File: config.mk
export PLATFORM = sky130hd
export DESIGN_NAME = readers_writer_lock_arbiter
export DESIGN_NICKNAME = d
export VERILOG_FILES = /design/src/hdl/rwl_arb_pkg.sv /design/src/hdl/readers_writer_lock_arbiter.sv
export SDC_FILE = /design/constraint.sdc
export NUM_CORES = 1
export LEC_CHECK = 0
export BUFFER_PORTS_ARGS = -buffer_cell sky130_fd_sc_hd__buf_2
export CAP_MARGIN = 0
export CORE_MARGIN = 3
export CORE_UTILIZATION = 60
export CTS_CLUSTER_DIAMETER = 100
export DETAILED_ROUTE_END_ITERATION = 10
export PLACE_DENSITY = 0.88
export SETUP_SLACK_MARGIN = 0.2
export SYNTH_ARGS = -nofsm -noshare
export SYNTH_HDL_FRONTEND = slang
export SYNTH_SLANG_ARGS = --single-unit
File: constraint.sdc
create_clock -name clk -period 3.3 [get_ports clk]
set_input_delay 0.66 -clock clk [delete_from_list [all_inputs] [get_ports clk]]
set_output_delay 0.66 -clock clk [all_outputs]
set_load 0.05 [all_outputs]
File: src/hdl/rwl_arb_pkg.sv
// Package for the readers-writer lock arbiter: command, result kind and state codes,
// and the default sizes of the task identifier and the wait queues.
// No dependencies.
package rwl_arb_pkg;

  localparam int TASK_ID_BITS_DEF = 8;
  localparam int QUEUE_DEPTH_DEF  = 16;

  localparam int TASK_W   = 8;
  localparam int READER_W = 9;
  localparam int NEST_W   = 8;

  localparam logic [READER_W-1:0] READER_MAX = 9'd511;
  localparam logic [NEST_W-1:0]   NEST_MAX   = 8'd255;

  typedef enum logic [1:0] {
    CMD_ACQ_READ  = 2'd0,
    CMD_REL_READ  = 2'd1,
    CMD_ACQ_WRITE = 2'd2,
    CMD_REL_WRITE = 2'd3
  } cmd_t;

  typedef enum logic [1:0] {
    K_DONE    = 2'd0,
    K_QUEUED  = 2'd1,
    K_GRANTED = 2'd2,
    K_ERROR   = 2'd3
  } kind_t;

  typedef enum logic [1:0] {
    ST_IDLE,
    ST_GRANT_W,
    ST_DRAIN_R
  } state_t;

endpackage

File: src/hdl/readers_writer_lock_arbiter.sv
// Top level of the writer-preferring readers-writer lock arbiter.
// Holds both wait queues as synchronous memories; depends on rwl_arb_pkg.
//
// Channel  Dir  tdata (low bit up)  tuser        tlast
// in_      in   task_req[7:0]       command[1:0] -
// out_     out  task_out[7:0]       kind[1:0]    last
//
// A request whose only result is the requester's own leaves the arbiter idle,
// and the next request may follow in the next cycle unless the output stalls.
// A request that grants waiters moves to a grant state that issues the grants
// one by one from the registered read of the wait queue memory, taking no request.
// A stalled output register holds the result and blocks new requests.
// Reset clears the lock state and both queue pointers; queue contents stay
// undefined and are read only where written.
module readers_writer_lock_arbiter #(
  parameter int TASK_ID_BITS = rwl_arb_pkg::TASK_ID_BITS_DEF,
  parameter int QUEUE_DEPTH  = rwl_arb_pkg::QUEUE_DEPTH_DEF
) (
  input  logic                           clk,
  input  logic                           rst_n,
  input  logic                           in_tvalid,
  output logic                           in_tready,
  input  logic [rwl_arb_pkg::TASK_W-1:0] in_tdata,   // task_req[7:0]
  input  logic [1:0]                     in_tuser,   // command[1:0]
  output logic                           out_tvalid,
  input  logic                           out_tready,
  output logic [rwl_arb_pkg::TASK_W-1:0] out_tdata,  // task_out[7:0]
  output logic [1:0]                     out_tuser,  // kind[1:0]
  output logic                           out_tlast
);
  import rwl_arb_pkg::*;

  localparam int TW = TASK_ID_BITS;
  localparam int PW = $clog2(QUEUE_DEPTH);
  localparam int CW = $clog2(QUEUE_DEPTH + 1);
  localparam logic [PW-1:0] PTR_LAST = PW'(QUEUE_DEPTH - 1);
  localparam logic [CW-1:0] CNT_FULL = CW'(QUEUE_DEPTH);

  logic [TW-1:0] rmem [QUEUE_DEPTH];
  logic [TW-1:0] wmem [QUEUE_DEPTH];

  state_t              state_r, state_nxt;
  logic [READER_W-1:0] rtotal_r, rtotal_nxt;
  logic                own_v_r, own_v_nxt;
  logic [TW-1:0]       own_task_r, own_task_nxt;
  logic [NEST_W-1:0]   nest_r, nest_nxt;
  logic [PW-1:0]       rhead_r, rhead_nxt, rtail_r, rtail_nxt;
  logic [PW-1:0]       whead_r, whead_nxt, wtail_r, wtail_nxt;
  logic [CW-1:0]       rcnt_r, rcnt_nxt, wcnt_r, wcnt_nxt;
  logic                out_v_r, out_v_nxt;
  logic [TASK_W-1:0]   out_task_r, out_task_nxt;
  kind_t               out_kind_r, out_kind_nxt;
  logic                out_last_r, out_last_nxt;
  logic [TW-1:0]       rdata_r, wdata_r;

  logic          r_push, w_push;
  logic          can_load, accept, is_owner;
  logic [TW-1:0] task_in;
  cmd_t          cmd_in;

  function automatic logic [PW-1:0] ptr_inc(input logic [PW-1:0] p);
    ptr_inc = (p == PTR_LAST) ? '0 : p + 1'b1;
  endfunction

  assign task_in  = TW'(in_tdata);
  assign cmd_in   = cmd_t'(in_tuser);
  assign can_load = !out_v_r || out_tready;
  assign in_tready = (state_r == ST_IDLE) && can_load;
  assign accept   = in_tvalid && in_tready;
  assign is_owner = own_v_r && (own_task_r == task_in);

  assign out_tvalid = out_v_r;
  assign out_tdata  = out_task_r;
  assign out_tuser  = out_kind_r;
  assign out_tlast  = out_last_r;

  always_comb begin
    state_nxt    = state_r;
    rtotal_nxt   = rtotal_r;
    own_v_nxt    = own_v_r;
    own_task_nxt = own_task_r;
    nest_nxt     = nest_r;
    rhead_nxt    = rhead_r;
    rtail_nxt    = rtail_r;
    rcnt_nxt     = rcnt_r;
    whead_nxt    = whead_r;
    wtail_nxt    = wtail_r;
    wcnt_nxt     = wcnt_r;
    out_v_nxt    = out_v_r && !out_tready;
    out_task_nxt = out_task_r;
    out_kind_nxt = out_kind_r;
    out_last_nxt = out_last_r;
    r_push       = 1'b0;
    w_push       = 1'b0;
    case (state_r)
      ST_IDLE: begin
        if (accept) begin
          out_v_nxt    = 1'b1;
          out_task_nxt = TASK_W'(task_in);
          out_last_nxt = 1'b1;
          out_kind_nxt = K_ERROR;
          case (cmd_in)
            CMD_ACQ_READ, CMD_ACQ_WRITE: begin
              if (is_owner) begin
                if (nest_r != NEST_MAX) begin
                  nest_nxt     = nest_r + 1'b1;
                  out_kind_nxt = K_DONE;
                end
              end else if (cmd_in == CMD_ACQ_READ) begin
                if (!own_v_r && wcnt_r == '0) begin
                  if (rtotal_r != READER_MAX) begin
                    rtotal_nxt   = rtotal_r + 1'b1;
                    out_kind_nxt = K_DONE;
                  end
                end else if (rcnt_r != CNT_FULL) begin
                  r_push       = 1'b1;
                  rtail_nxt    = ptr_inc(rtail_r);
                  rcnt_nxt     = rcnt_r + 1'b1;
                  out_kind_nxt = K_QUEUED;
                end
              end else begin
                if (!own_v_r && rtotal_r == '0) begin
                  own_v_nxt    = 1'b1;
                  own_task_nxt = task_in;
                  nest_nxt     = NEST_W'(1);
                  out_kind_nxt = K_DONE;
                end else if (wcnt_r != CNT_FULL) begin
                  w_push       = 1'b1;
                  wtail_nxt    = ptr_inc(wtail_r);
                  wcnt_nxt     = wcnt_r + 1'b1;
                  out_kind_nxt = K_QUEUED;
                end
              end
            end
            CMD_REL_READ: begin
              if (is_owner) begin
                if (nest_r > NEST_W'(1)) begin
                  nest_nxt     = nest_r - 1'b1;
                  out_kind_nxt = K_DONE;
                end
              end else if (rtotal_r != '0) begin
                rtotal_nxt   = rtotal_r - 1'b1;
                out_kind_nxt = K_DONE;
                if (rtotal_r == READER_W'(1) && !own_v_r && wcnt_r != '0) begin
                  out_last_nxt = 1'b0;
                  state_nxt    = ST_GRANT_W;
                end
              end
            end
            default: begin
              if (is_owner && nest_r != '0) begin
                nest_nxt     = nest_r - 1'b1;
                out_kind_nxt = K_DONE;
                if (nest_r == NEST_W'(1)) begin
                  own_v_nxt    = 1'b0;
                  own_task_nxt = '0;
                  if (wcnt_r != '0) begin
                    out_last_nxt = 1'b0;
                    state_nxt    = ST_GRANT_W;
                  end else if (rcnt_r != '0 && rtotal_r != READER_MAX) begin
                    out_last_nxt = 1'b0;
                    state_nxt    = ST_DRAIN_R;
                  end
                end
              end
            end
          endcase
        end
      end
      ST_GRANT_W: begin
        if (can_load) begin
          out_v_nxt    = 1'b1;
          out_task_nxt = TASK_W'(wdata_r);
          out_kind_nxt = K_GRANTED;
          out_last_nxt = 1'b1;
          own_v_nxt    = 1'b1;
          own_task_nxt = wdata_r;
          nest_nxt     = NEST_W'(1);
          whead_nxt    = ptr_inc(whead_r);
          wcnt_nxt     = wcnt_r - 1'b1;
          state_nxt    = ST_IDLE;
        end
      end
      ST_DRAIN_R: begin
        if (can_load) begin
          out_v_nxt    = 1'b1;
          out_task_nxt = TASK_W'(rdata_r);
          out_kind_nxt = K_GRANTED;
          out_last_nxt = (rcnt_r == CW'(1)) || (rtotal_r == READER_MAX - 1'b1);
          rtotal_nxt   = rtotal_r + 1'b1;
          rhead_nxt    = ptr_inc(rhead_r);
          rcnt_nxt     = rcnt_r - 1'b1;
          if (out_last_nxt) begin
            state_nxt = ST_IDLE;
          end
        end
      end
      default: begin
        state_nxt = ST_IDLE;
      end
    endcase
  end

  // The queue heads are read at their next value, so the read register holds
  // the current head entry in the cycle after a pop.
  always_ff @(posedge clk) begin
    if (r_push) begin
      rmem[rtail_r] <= task_in;
    end
    if (w_push) begin
      wmem[wtail_r] <= task_in;
    end
    rdata_r <= rmem[rhead_nxt];
    wdata_r <= wmem[whead_nxt];
  end

  always_ff @(posedge clk) begin
    if (!rst_n) begin
      state_r    <= ST_IDLE;
      rtotal_r   <= '0;
      own_v_r    <= 1'b0;
      own_task_r <= '0;
      nest_r     <= '0;
      rhead_r    <= '0;
      rtail_r    <= '0;
      rcnt_r     <= '0;
      whead_r    <= '0;
      wtail_r    <= '0;
      wcnt_r     <= '0;
      out_v_r    <= 1'b0;
    end else begin
      state_r    <= state_nxt;
      rtotal_r   <= rtotal_nxt;
      own_v_r    <= own_v_nxt;
      own_task_r <= own_task_nxt;
      nest_r     <= nest_nxt;
      rhead_r    <= rhead_nxt;
      rtail_r    <= rtail_nxt;
      rcnt_r     <= rcnt_nxt;
      whead_r    <= whead_nxt;
      wtail_r    <= wtail_nxt;
      wcnt_r     <= wcnt_nxt;
      out_v_r    <= out_v_nxt;
    end
  end

  always_ff @(posedge clk) begin
    out_task_r <= out_task_nxt;
    out_kind_r <= out_kind_nxt;
    out_last_r <= out_last_nxt;
  end

  a_grant_no_owner: assert property (@(posedge clk) disable iff (!rst_n)
    (state_r == ST_GRANT_W) |-> (!own_v_r && wcnt_r != '0))
    else $error("writer grant pending while an owner holds the lock");

  a_drain_state: assert property (@(posedge clk) disable iff (!rst_n)
    (state_r == ST_DRAIN_R) |-> (!own_v_r && wcnt_r == '0 && rcnt_r != '0))
    else $error("reader drain with an owner, a waiting writer or no reader");

  a_owner_depth: assert property (@(posedge clk) disable iff (!rst_n)
    own_v_r |-> (nest_r != '0))
    else $error("owner present with zero nesting depth");

  a_queue_bound: assert property (@(posedge clk) disable iff (!rst_n)
    (rcnt_r <= CNT_FULL) && (wcnt_r <= CNT_FULL))
    else $error("wait queue count beyond depth");

  a_accept_room: assert property (@(posedge clk) disable iff (!rst_n)
    accept |-> (!out_v_r || out_tready))
    else $error("request taken while the output register is blocked");

endmodule

# Word-level counts from Yosys, hierarchy flattened
# Memories as Yosys holds them, arrays and structs flattened. A register that Yosys moved wholly into a read port is not among the register bits.
# Cells that the tools add are included.
# word_totals
word_cells,253
out_inout_bits,13
reg_bits,66
mem_count,2
input_bits,14
ram_bits,256
# memory_table
memory,depth,width,read_ports,rd_clocked_by_memory_dff,wr,line,rtl
rmem,16,8,1,1,1,readers_writer_lock_arbiter.sv:39,logic [TW-1:0] rmem [QUEUE_DEPTH];
wmem,16,8,1,1,1,readers_writer_lock_arbiter.sv:40,logic [TW-1:0] wmem [QUEUE_DEPTH];
# classes
order_cmp,1
n_addsub,12
mux,127
n_bitwise,4
n_reduce_logical,39
n_eq_ne,53
# ops
cell,count
$mux 8,18
$mux 9,8
$mux 5,14
$pmux 8 s2,4
$mux 2,25
$mux 1,36
$pmux 9 s2,2
$ne 3x3->1 const B,11
$mux 4,8
$pmux 8 s3,1
$ne 2x2->1 const B,10
$pmux 5 s2,2
$reduce_and 9->1,2
$add 4x1->4 const B,4
$eq 4x4->1 const B,4
$reduce_and 8->1,2
$ne 3x1->1 const B,5
$reduce_and 7->1,2
$ne 4x4->1 const B,3
$pmux 2 s2,3
$reduce_and 11->1,1
$add 5x1->5 const B,2
$logic_and 1x1->1,10
$ne 2x1->1 const B,5
other kinds (35),54

# Logic depth before layout (Yosys ltp)
# logic_depth
depth_word,10
mapped_depth,11
ltp_nobuf,10

# Worst setup path before layout
# OpenSTA, ideal clock, no wires.
# synth_timing
path_kind,in2reg
from,input in_tuser[0]
to,"memory rmem[0][0] in the netlist's numbering, enable pin"
path_stages,6
setup_time_ns,0.383
n_path_buf,2
t_required_ns,2.917
t_arrival_ns,2.452
slack_ns,0.464
path_cell_list,clkbuf_1 -> nor4_1 -> and3_1 -> clkbuf_1 -> nand2_1 -> nor3_1
# synth_between
elab_chain_cells,8
word_cells_on_any_way,10
classes_between,1 x eq/ne; 7 x mux; 2 x reduce/logical
# synth_lines
element,line,rtl
"start, declared",readers_writer_lock_arbiter.sv:24,"input logic [1:0] in_tuser,"
$logic_not 2->1,"readers_writer_lock_arbiter.sv:102, readers_writer_lock_arbiter.sv:109",
$mux 1,readers_writer_lock_arbiter.sv:109,end else if (cmd_in == CMD_ACQ_READ) begin
$mux 1,readers_writer_lock_arbiter.sv:104,if (is_owner) begin
$mux 1 *,readers_writer_lock_arbiter.sv:102,case (cmd_in)
$mux 1 *,readers_writer_lock_arbiter.sv:97,if (accept) begin
$mux 1 *,readers_writer_lock_arbiter.sv:95,case (state_r)
$mux 1 *,readers_writer_lock_arbiter.sv:207,if (r_push) begin
$mux 1 (not written as such) *,readers_writer_lock_arbiter.sv:208,rmem[rtail_r] <= task_in;
"end, declared",readers_writer_lock_arbiter.sv:39,
# Mark *: on every way between the ends. The rest lies on a longest branch, timed or not.

# Worst setup path after layout
# layout_timing
from,register rtotal_r[0]
to,"memory wmem[0][3] in the netlist's numbering, enable pin"
# layout_between
elab_chain_cells,10
# layout_lines
element,line,rtl
"start, declared",readers_writer_lock_arbiter.sv:43,"logic [READER_W-1:0] rtotal_r, rtotal_nxt;"
"start signal, assigned",readers_writer_lock_arbiter.sv:233,rtotal_r <= rtotal_nxt;
$logic_not 9->1,readers_writer_lock_arbiter.sv:122,if (!own_v_r && rtotal_r == '0) begin
$logic_and 1x1->1,readers_writer_lock_arbiter.sv:122,
$mux 1,readers_writer_lock_arbiter.sv:122,
$mux 1,readers_writer_lock_arbiter.sv:109,
$mux 1,readers_writer_lock_arbiter.sv:104,
$mux 1,readers_writer_lock_arbiter.sv:102,
$mux 1,readers_writer_lock_arbiter.sv:97,
$mux 1,readers_writer_lock_arbiter.sv:95,
$mux 1,readers_writer_lock_arbiter.sv:210,if (w_push) begin
$mux 1 (not written as such),readers_writer_lock_arbiter.sv:211,wmem[wtail_r] <= task_in;
"end, declared",readers_writer_lock_arbiter.sv:40,
# No other way between the ends.

==> results.py <==
metrics = {
    "outcome": {
        "status": "finished clean",
    },
    "hold_path": {
        "hold_path.class": "reg2reg",
    },
    "placed_design": {
        "pre_cts_slack_ns": 0.3662,
        "place.gp.congestion": 0.9860,
        "post_dp_cell_area_mm2": 0.01611,
        "io_buffers": 26,
        "hpwl_um": 24290,
        "place_inst": 1581,
    },
    "power": {
        "ir_worst_vdd_mv": 0.3623,
        "power.total_mw": 9.171,
        "power.density_mw_per_mm2": 532.5,
        "p_leak_nw": 6.471,
    },
    "yosys": {
        "synth_edf_count": 267,
        "syn_inst": 1236,
        "ys.warnings.count": 0,
        "synth-seq-cells": 338,
        "synthesis.nets": 1282,
        "ys_seq_area_share_pct": 61.52,
        "synth_top_flop_cell": "edfxtp_1",
        "synth_area_per_cell_um2": 12.41,
        "synth_area_leaders": "edfxtp_1 52%, dfxtp_1 9.3%, mux2i_1 4.6%",
        "synth_largest_area_cell": "edfxtp_1",
        "synth_top_area_share_pct": 52.26,
        "async_reset_ff_share_pct": 0,
        "ys_types": 81,
        "syn-cell-area_mm2": 0.01534,
    },
    "route": {
        "drc": 0,
        "vias": 11088,
        "wl_um": 38850,
        "ant_nets": 0,
        "first_pass_iters": 6,
        "initialDrtViolationCount": 1638,
        "wl_per_cell_um": 23.66,
        "viasPerCell": 6.753,
    },
    "finish": {
        "synthToLayoutAreaGrowth_pct": 12.25,
        "regArea_mm2": 0.009439,
        "multi_input_area_mm2": 0.005464,
        "nFillCells": 1556,
        "design_area_mm2": 0.01722,
        "diodes": 0,
        "finish.utilization_pct": 69.59,
        "drive_gt1_share_pct": 13.28,
        "instances_no_fill": 1642,
        "finalNetCount": 1339,
    },
    "worst_setup_path": {
        "worstSetupPathType": "reg2reg",
        "path_max_fanout": 8,
        "crit_buf_inv": 3,
        "critPathLaunchType": "flop",
        "critical-path-top-delay-family": "simple AND/OR/NAND/NOR gates",
        "crit_slowest_cell": "dfxtp_1",
        "critPathMaxStageDelay_ns": 0.45,
        "cpMostUsedCell": "buf_4",
        "crit_path_cell_trace": "inv_1 -> ha_1 -> or3b_1 -> nor4_4 -> nor3b_1 -> buf_4 -> and3_1 -> nand2_1 -> nor3_1 -> buf_4",
        "cp_data_required_time_ns": 3.52,
        "endpoint_kind": "flop",
        "arrival_ns": 3.14,
    },
    "floorplan": {
        "io-pin-count": 27,
        "rows": 57,
        "die_x_um": 165.9,
        "dieArea_mm2": 0.02752,
        "die_h_um": 165.9,
        "core_mm2": 0.02475,
        "initial_core_util_pct": 62.00,
    },
    "clocking": {
        "cts-buffers-inserted": 34,
        "h-tree-depth": 2,
        "clockRootBuffer": "clkbuf_16",
        "clk_path_buf_depth": 3,
        "clk_latency_ns": 0.52,
        "tritoncts": "built",
        "postCtsHoldBufs": 0,
        "cts_resized": 0,
        "cts_sinks": 338,
        "postCtsSetupRepairBufs": 0,
        "path_clk_slew_ns": 0.07,
    },
    "grt": {
        "grt_pass1_vias": 10756,
        "grt_start_max_net_pins": 37,
        "antenna_found_initial": 0,
        "gr-usage-met3_pct": 6.998,
        "grt.overflow.total": 0,
        "grtUsageTotal_pct": 27.47,
        "grt_pass1_wl_um": 60150,
        "use_met1_pct": 36.54,
        "grtUsageMet2_pct": 43.54,
        "grt_busiest_layer": "met2",
    },
    "timing": {
        "rsz0062_at_grt": "false",
        "fin_setup_tns_ns": 0,
        "worst_slack_ns": 0.3777,
        "relSlewSlack_pct": 36.66,
        "clock_skew_ns": 0.01869,
        "period_needed_ns": 2.922,
        "finalSetupViolations": 0,
        "drv_slew": 0,
        "whs_ns": 0.4743,
        "fmax_ghz": 0.3422,
        "period_share_pct": 88.56,
        "worstMarginPinSlew_ns": 0.9490,
        "hold_viol_final": 0,
    },
    "flow_run": {
        "drv_cap": 0,
    },
}
layout by cell type, fill, tap and decap left out, types with 11 or more instances in the layout:
| cell type | Yosys | routed |
|---|---|---|
| inv_1 | 28 | 28 |
| nor3_1 | 23 | 23 |
| nand4_1 | 13 | 13 |
| clkbuf_16 | 0 | 35 |
| a211oi_1 | 67 | 67 |
| mux2i_1 | 71 | 71 |
| a32oi_1 | 28 | 28 |
| nand3_1 | 39 | 39 |
| a221oi_1 | 11 | 11 |
| dfxtp_1 | 71 | 71 |
| nand2_1 | 66 | 66 |
| and4_1 | 14 | 14 |
| ha_1 | 31 | 31 |
| buf_4 | 3 | 67 |
| nor2_1 | 81 | 81 |
| o21ai_0 | 26 | 26 |
| a21oi_1 | 49 | 49 |
| and3_1 | 72 | 72 |
| o21bai_1 | 30 | 30 |
| edfxtp_1 | 267 | 267 |
| xnor2_1 | 12 | 12 |
| buf_2 | 20 | 26 |
| or3_1 | 14 | 14 |
power by group:
part | internal [mW] | switching [mW]
logic | 0.206 | 0.430
clock network | 2.27 | 1.58
registers | 4.64 | 0.0478
total | 7.11 | 2.06
layout make-up:
class / count / share of cell area [%]
Timing Repair Buffer: 96 / 4.025
Inverter: 30 / 0.6539
Clock inverter: 13 / 0.8864
Multi-Input combinational cell: 793 / 31.73
Clock buffer: 48 / 5.543
Tap cell: 324 / 2.354
Sequential cell: 338 / 54.81
Yosys cell counts, drive strengths merged (10+ instances only):
cell	number
and4	14
nand3	39
o21bai	30
a21oi	51
a221oi	11
edfxtp	267
nand4	14
mux2i	71
buf	26
dfxtp	71
inv	30
o21ai	30
nor3	24
ha	31
nor4	10
and3	72
nor2	83
xnor2	15
a211oi	69
or3	15
a32oi	28
clkbuf	49
nand2	66
nand2b	10
metal layers:
layer,part of all wire [%],routed length (um)
met1,38,14830
met2,46,18020
met3,11,4319
met4,4.3,1670
met5,0,0
logic make-up after synthesis:
group / Yosys count / synth area share [%]
AND/OR/NAND/NOR: 379 / 13.27
flip-flops: 338 / 61.52
AO/OA/AOI/OAI: 285 / 13.34
buffers and inverters: 105 / 2.862
multiplexers: 76 / 4.999
adder cells (fa/ha/maj): 32 / 2.659
XOR/XNOR: 21 / 1.346
path summary, 6_finish.rpt:
kind	from	to	slack (ns)	cells after the start
worst min-delay path	own_task_r[1]	own_task_r[1]	0.47	2
worst min register to register	own_task_r[1]	own_task_r[1]	0.47	2
worst max register to register	rtotal_r[0]	wmem[0][3]	0.38	10
worst max-delay path	rtotal_r[0]	wmem[0][3]	0.38	10
state kept, by name, indices dropped and copies added, names as in the netlist, 8 cells and up:
| signal | cells |
|---|---|
| nest_r | 8 |
| out_tdata | 8 |
| own_task_r | 8 |
| rdata_r | 8 |
| rmem | 128 |
| rtotal_r | 9 |
| wdata_r | 8 |
| wmem | 128 |
worst min-delay path, stage by stage, from the launching register on:
cell and delay, ns:
dfxtp_1 0.32, inv_1 0.05, a211oi_1 0.05
No activity file was read; power rests on OpenSTA's default activity.
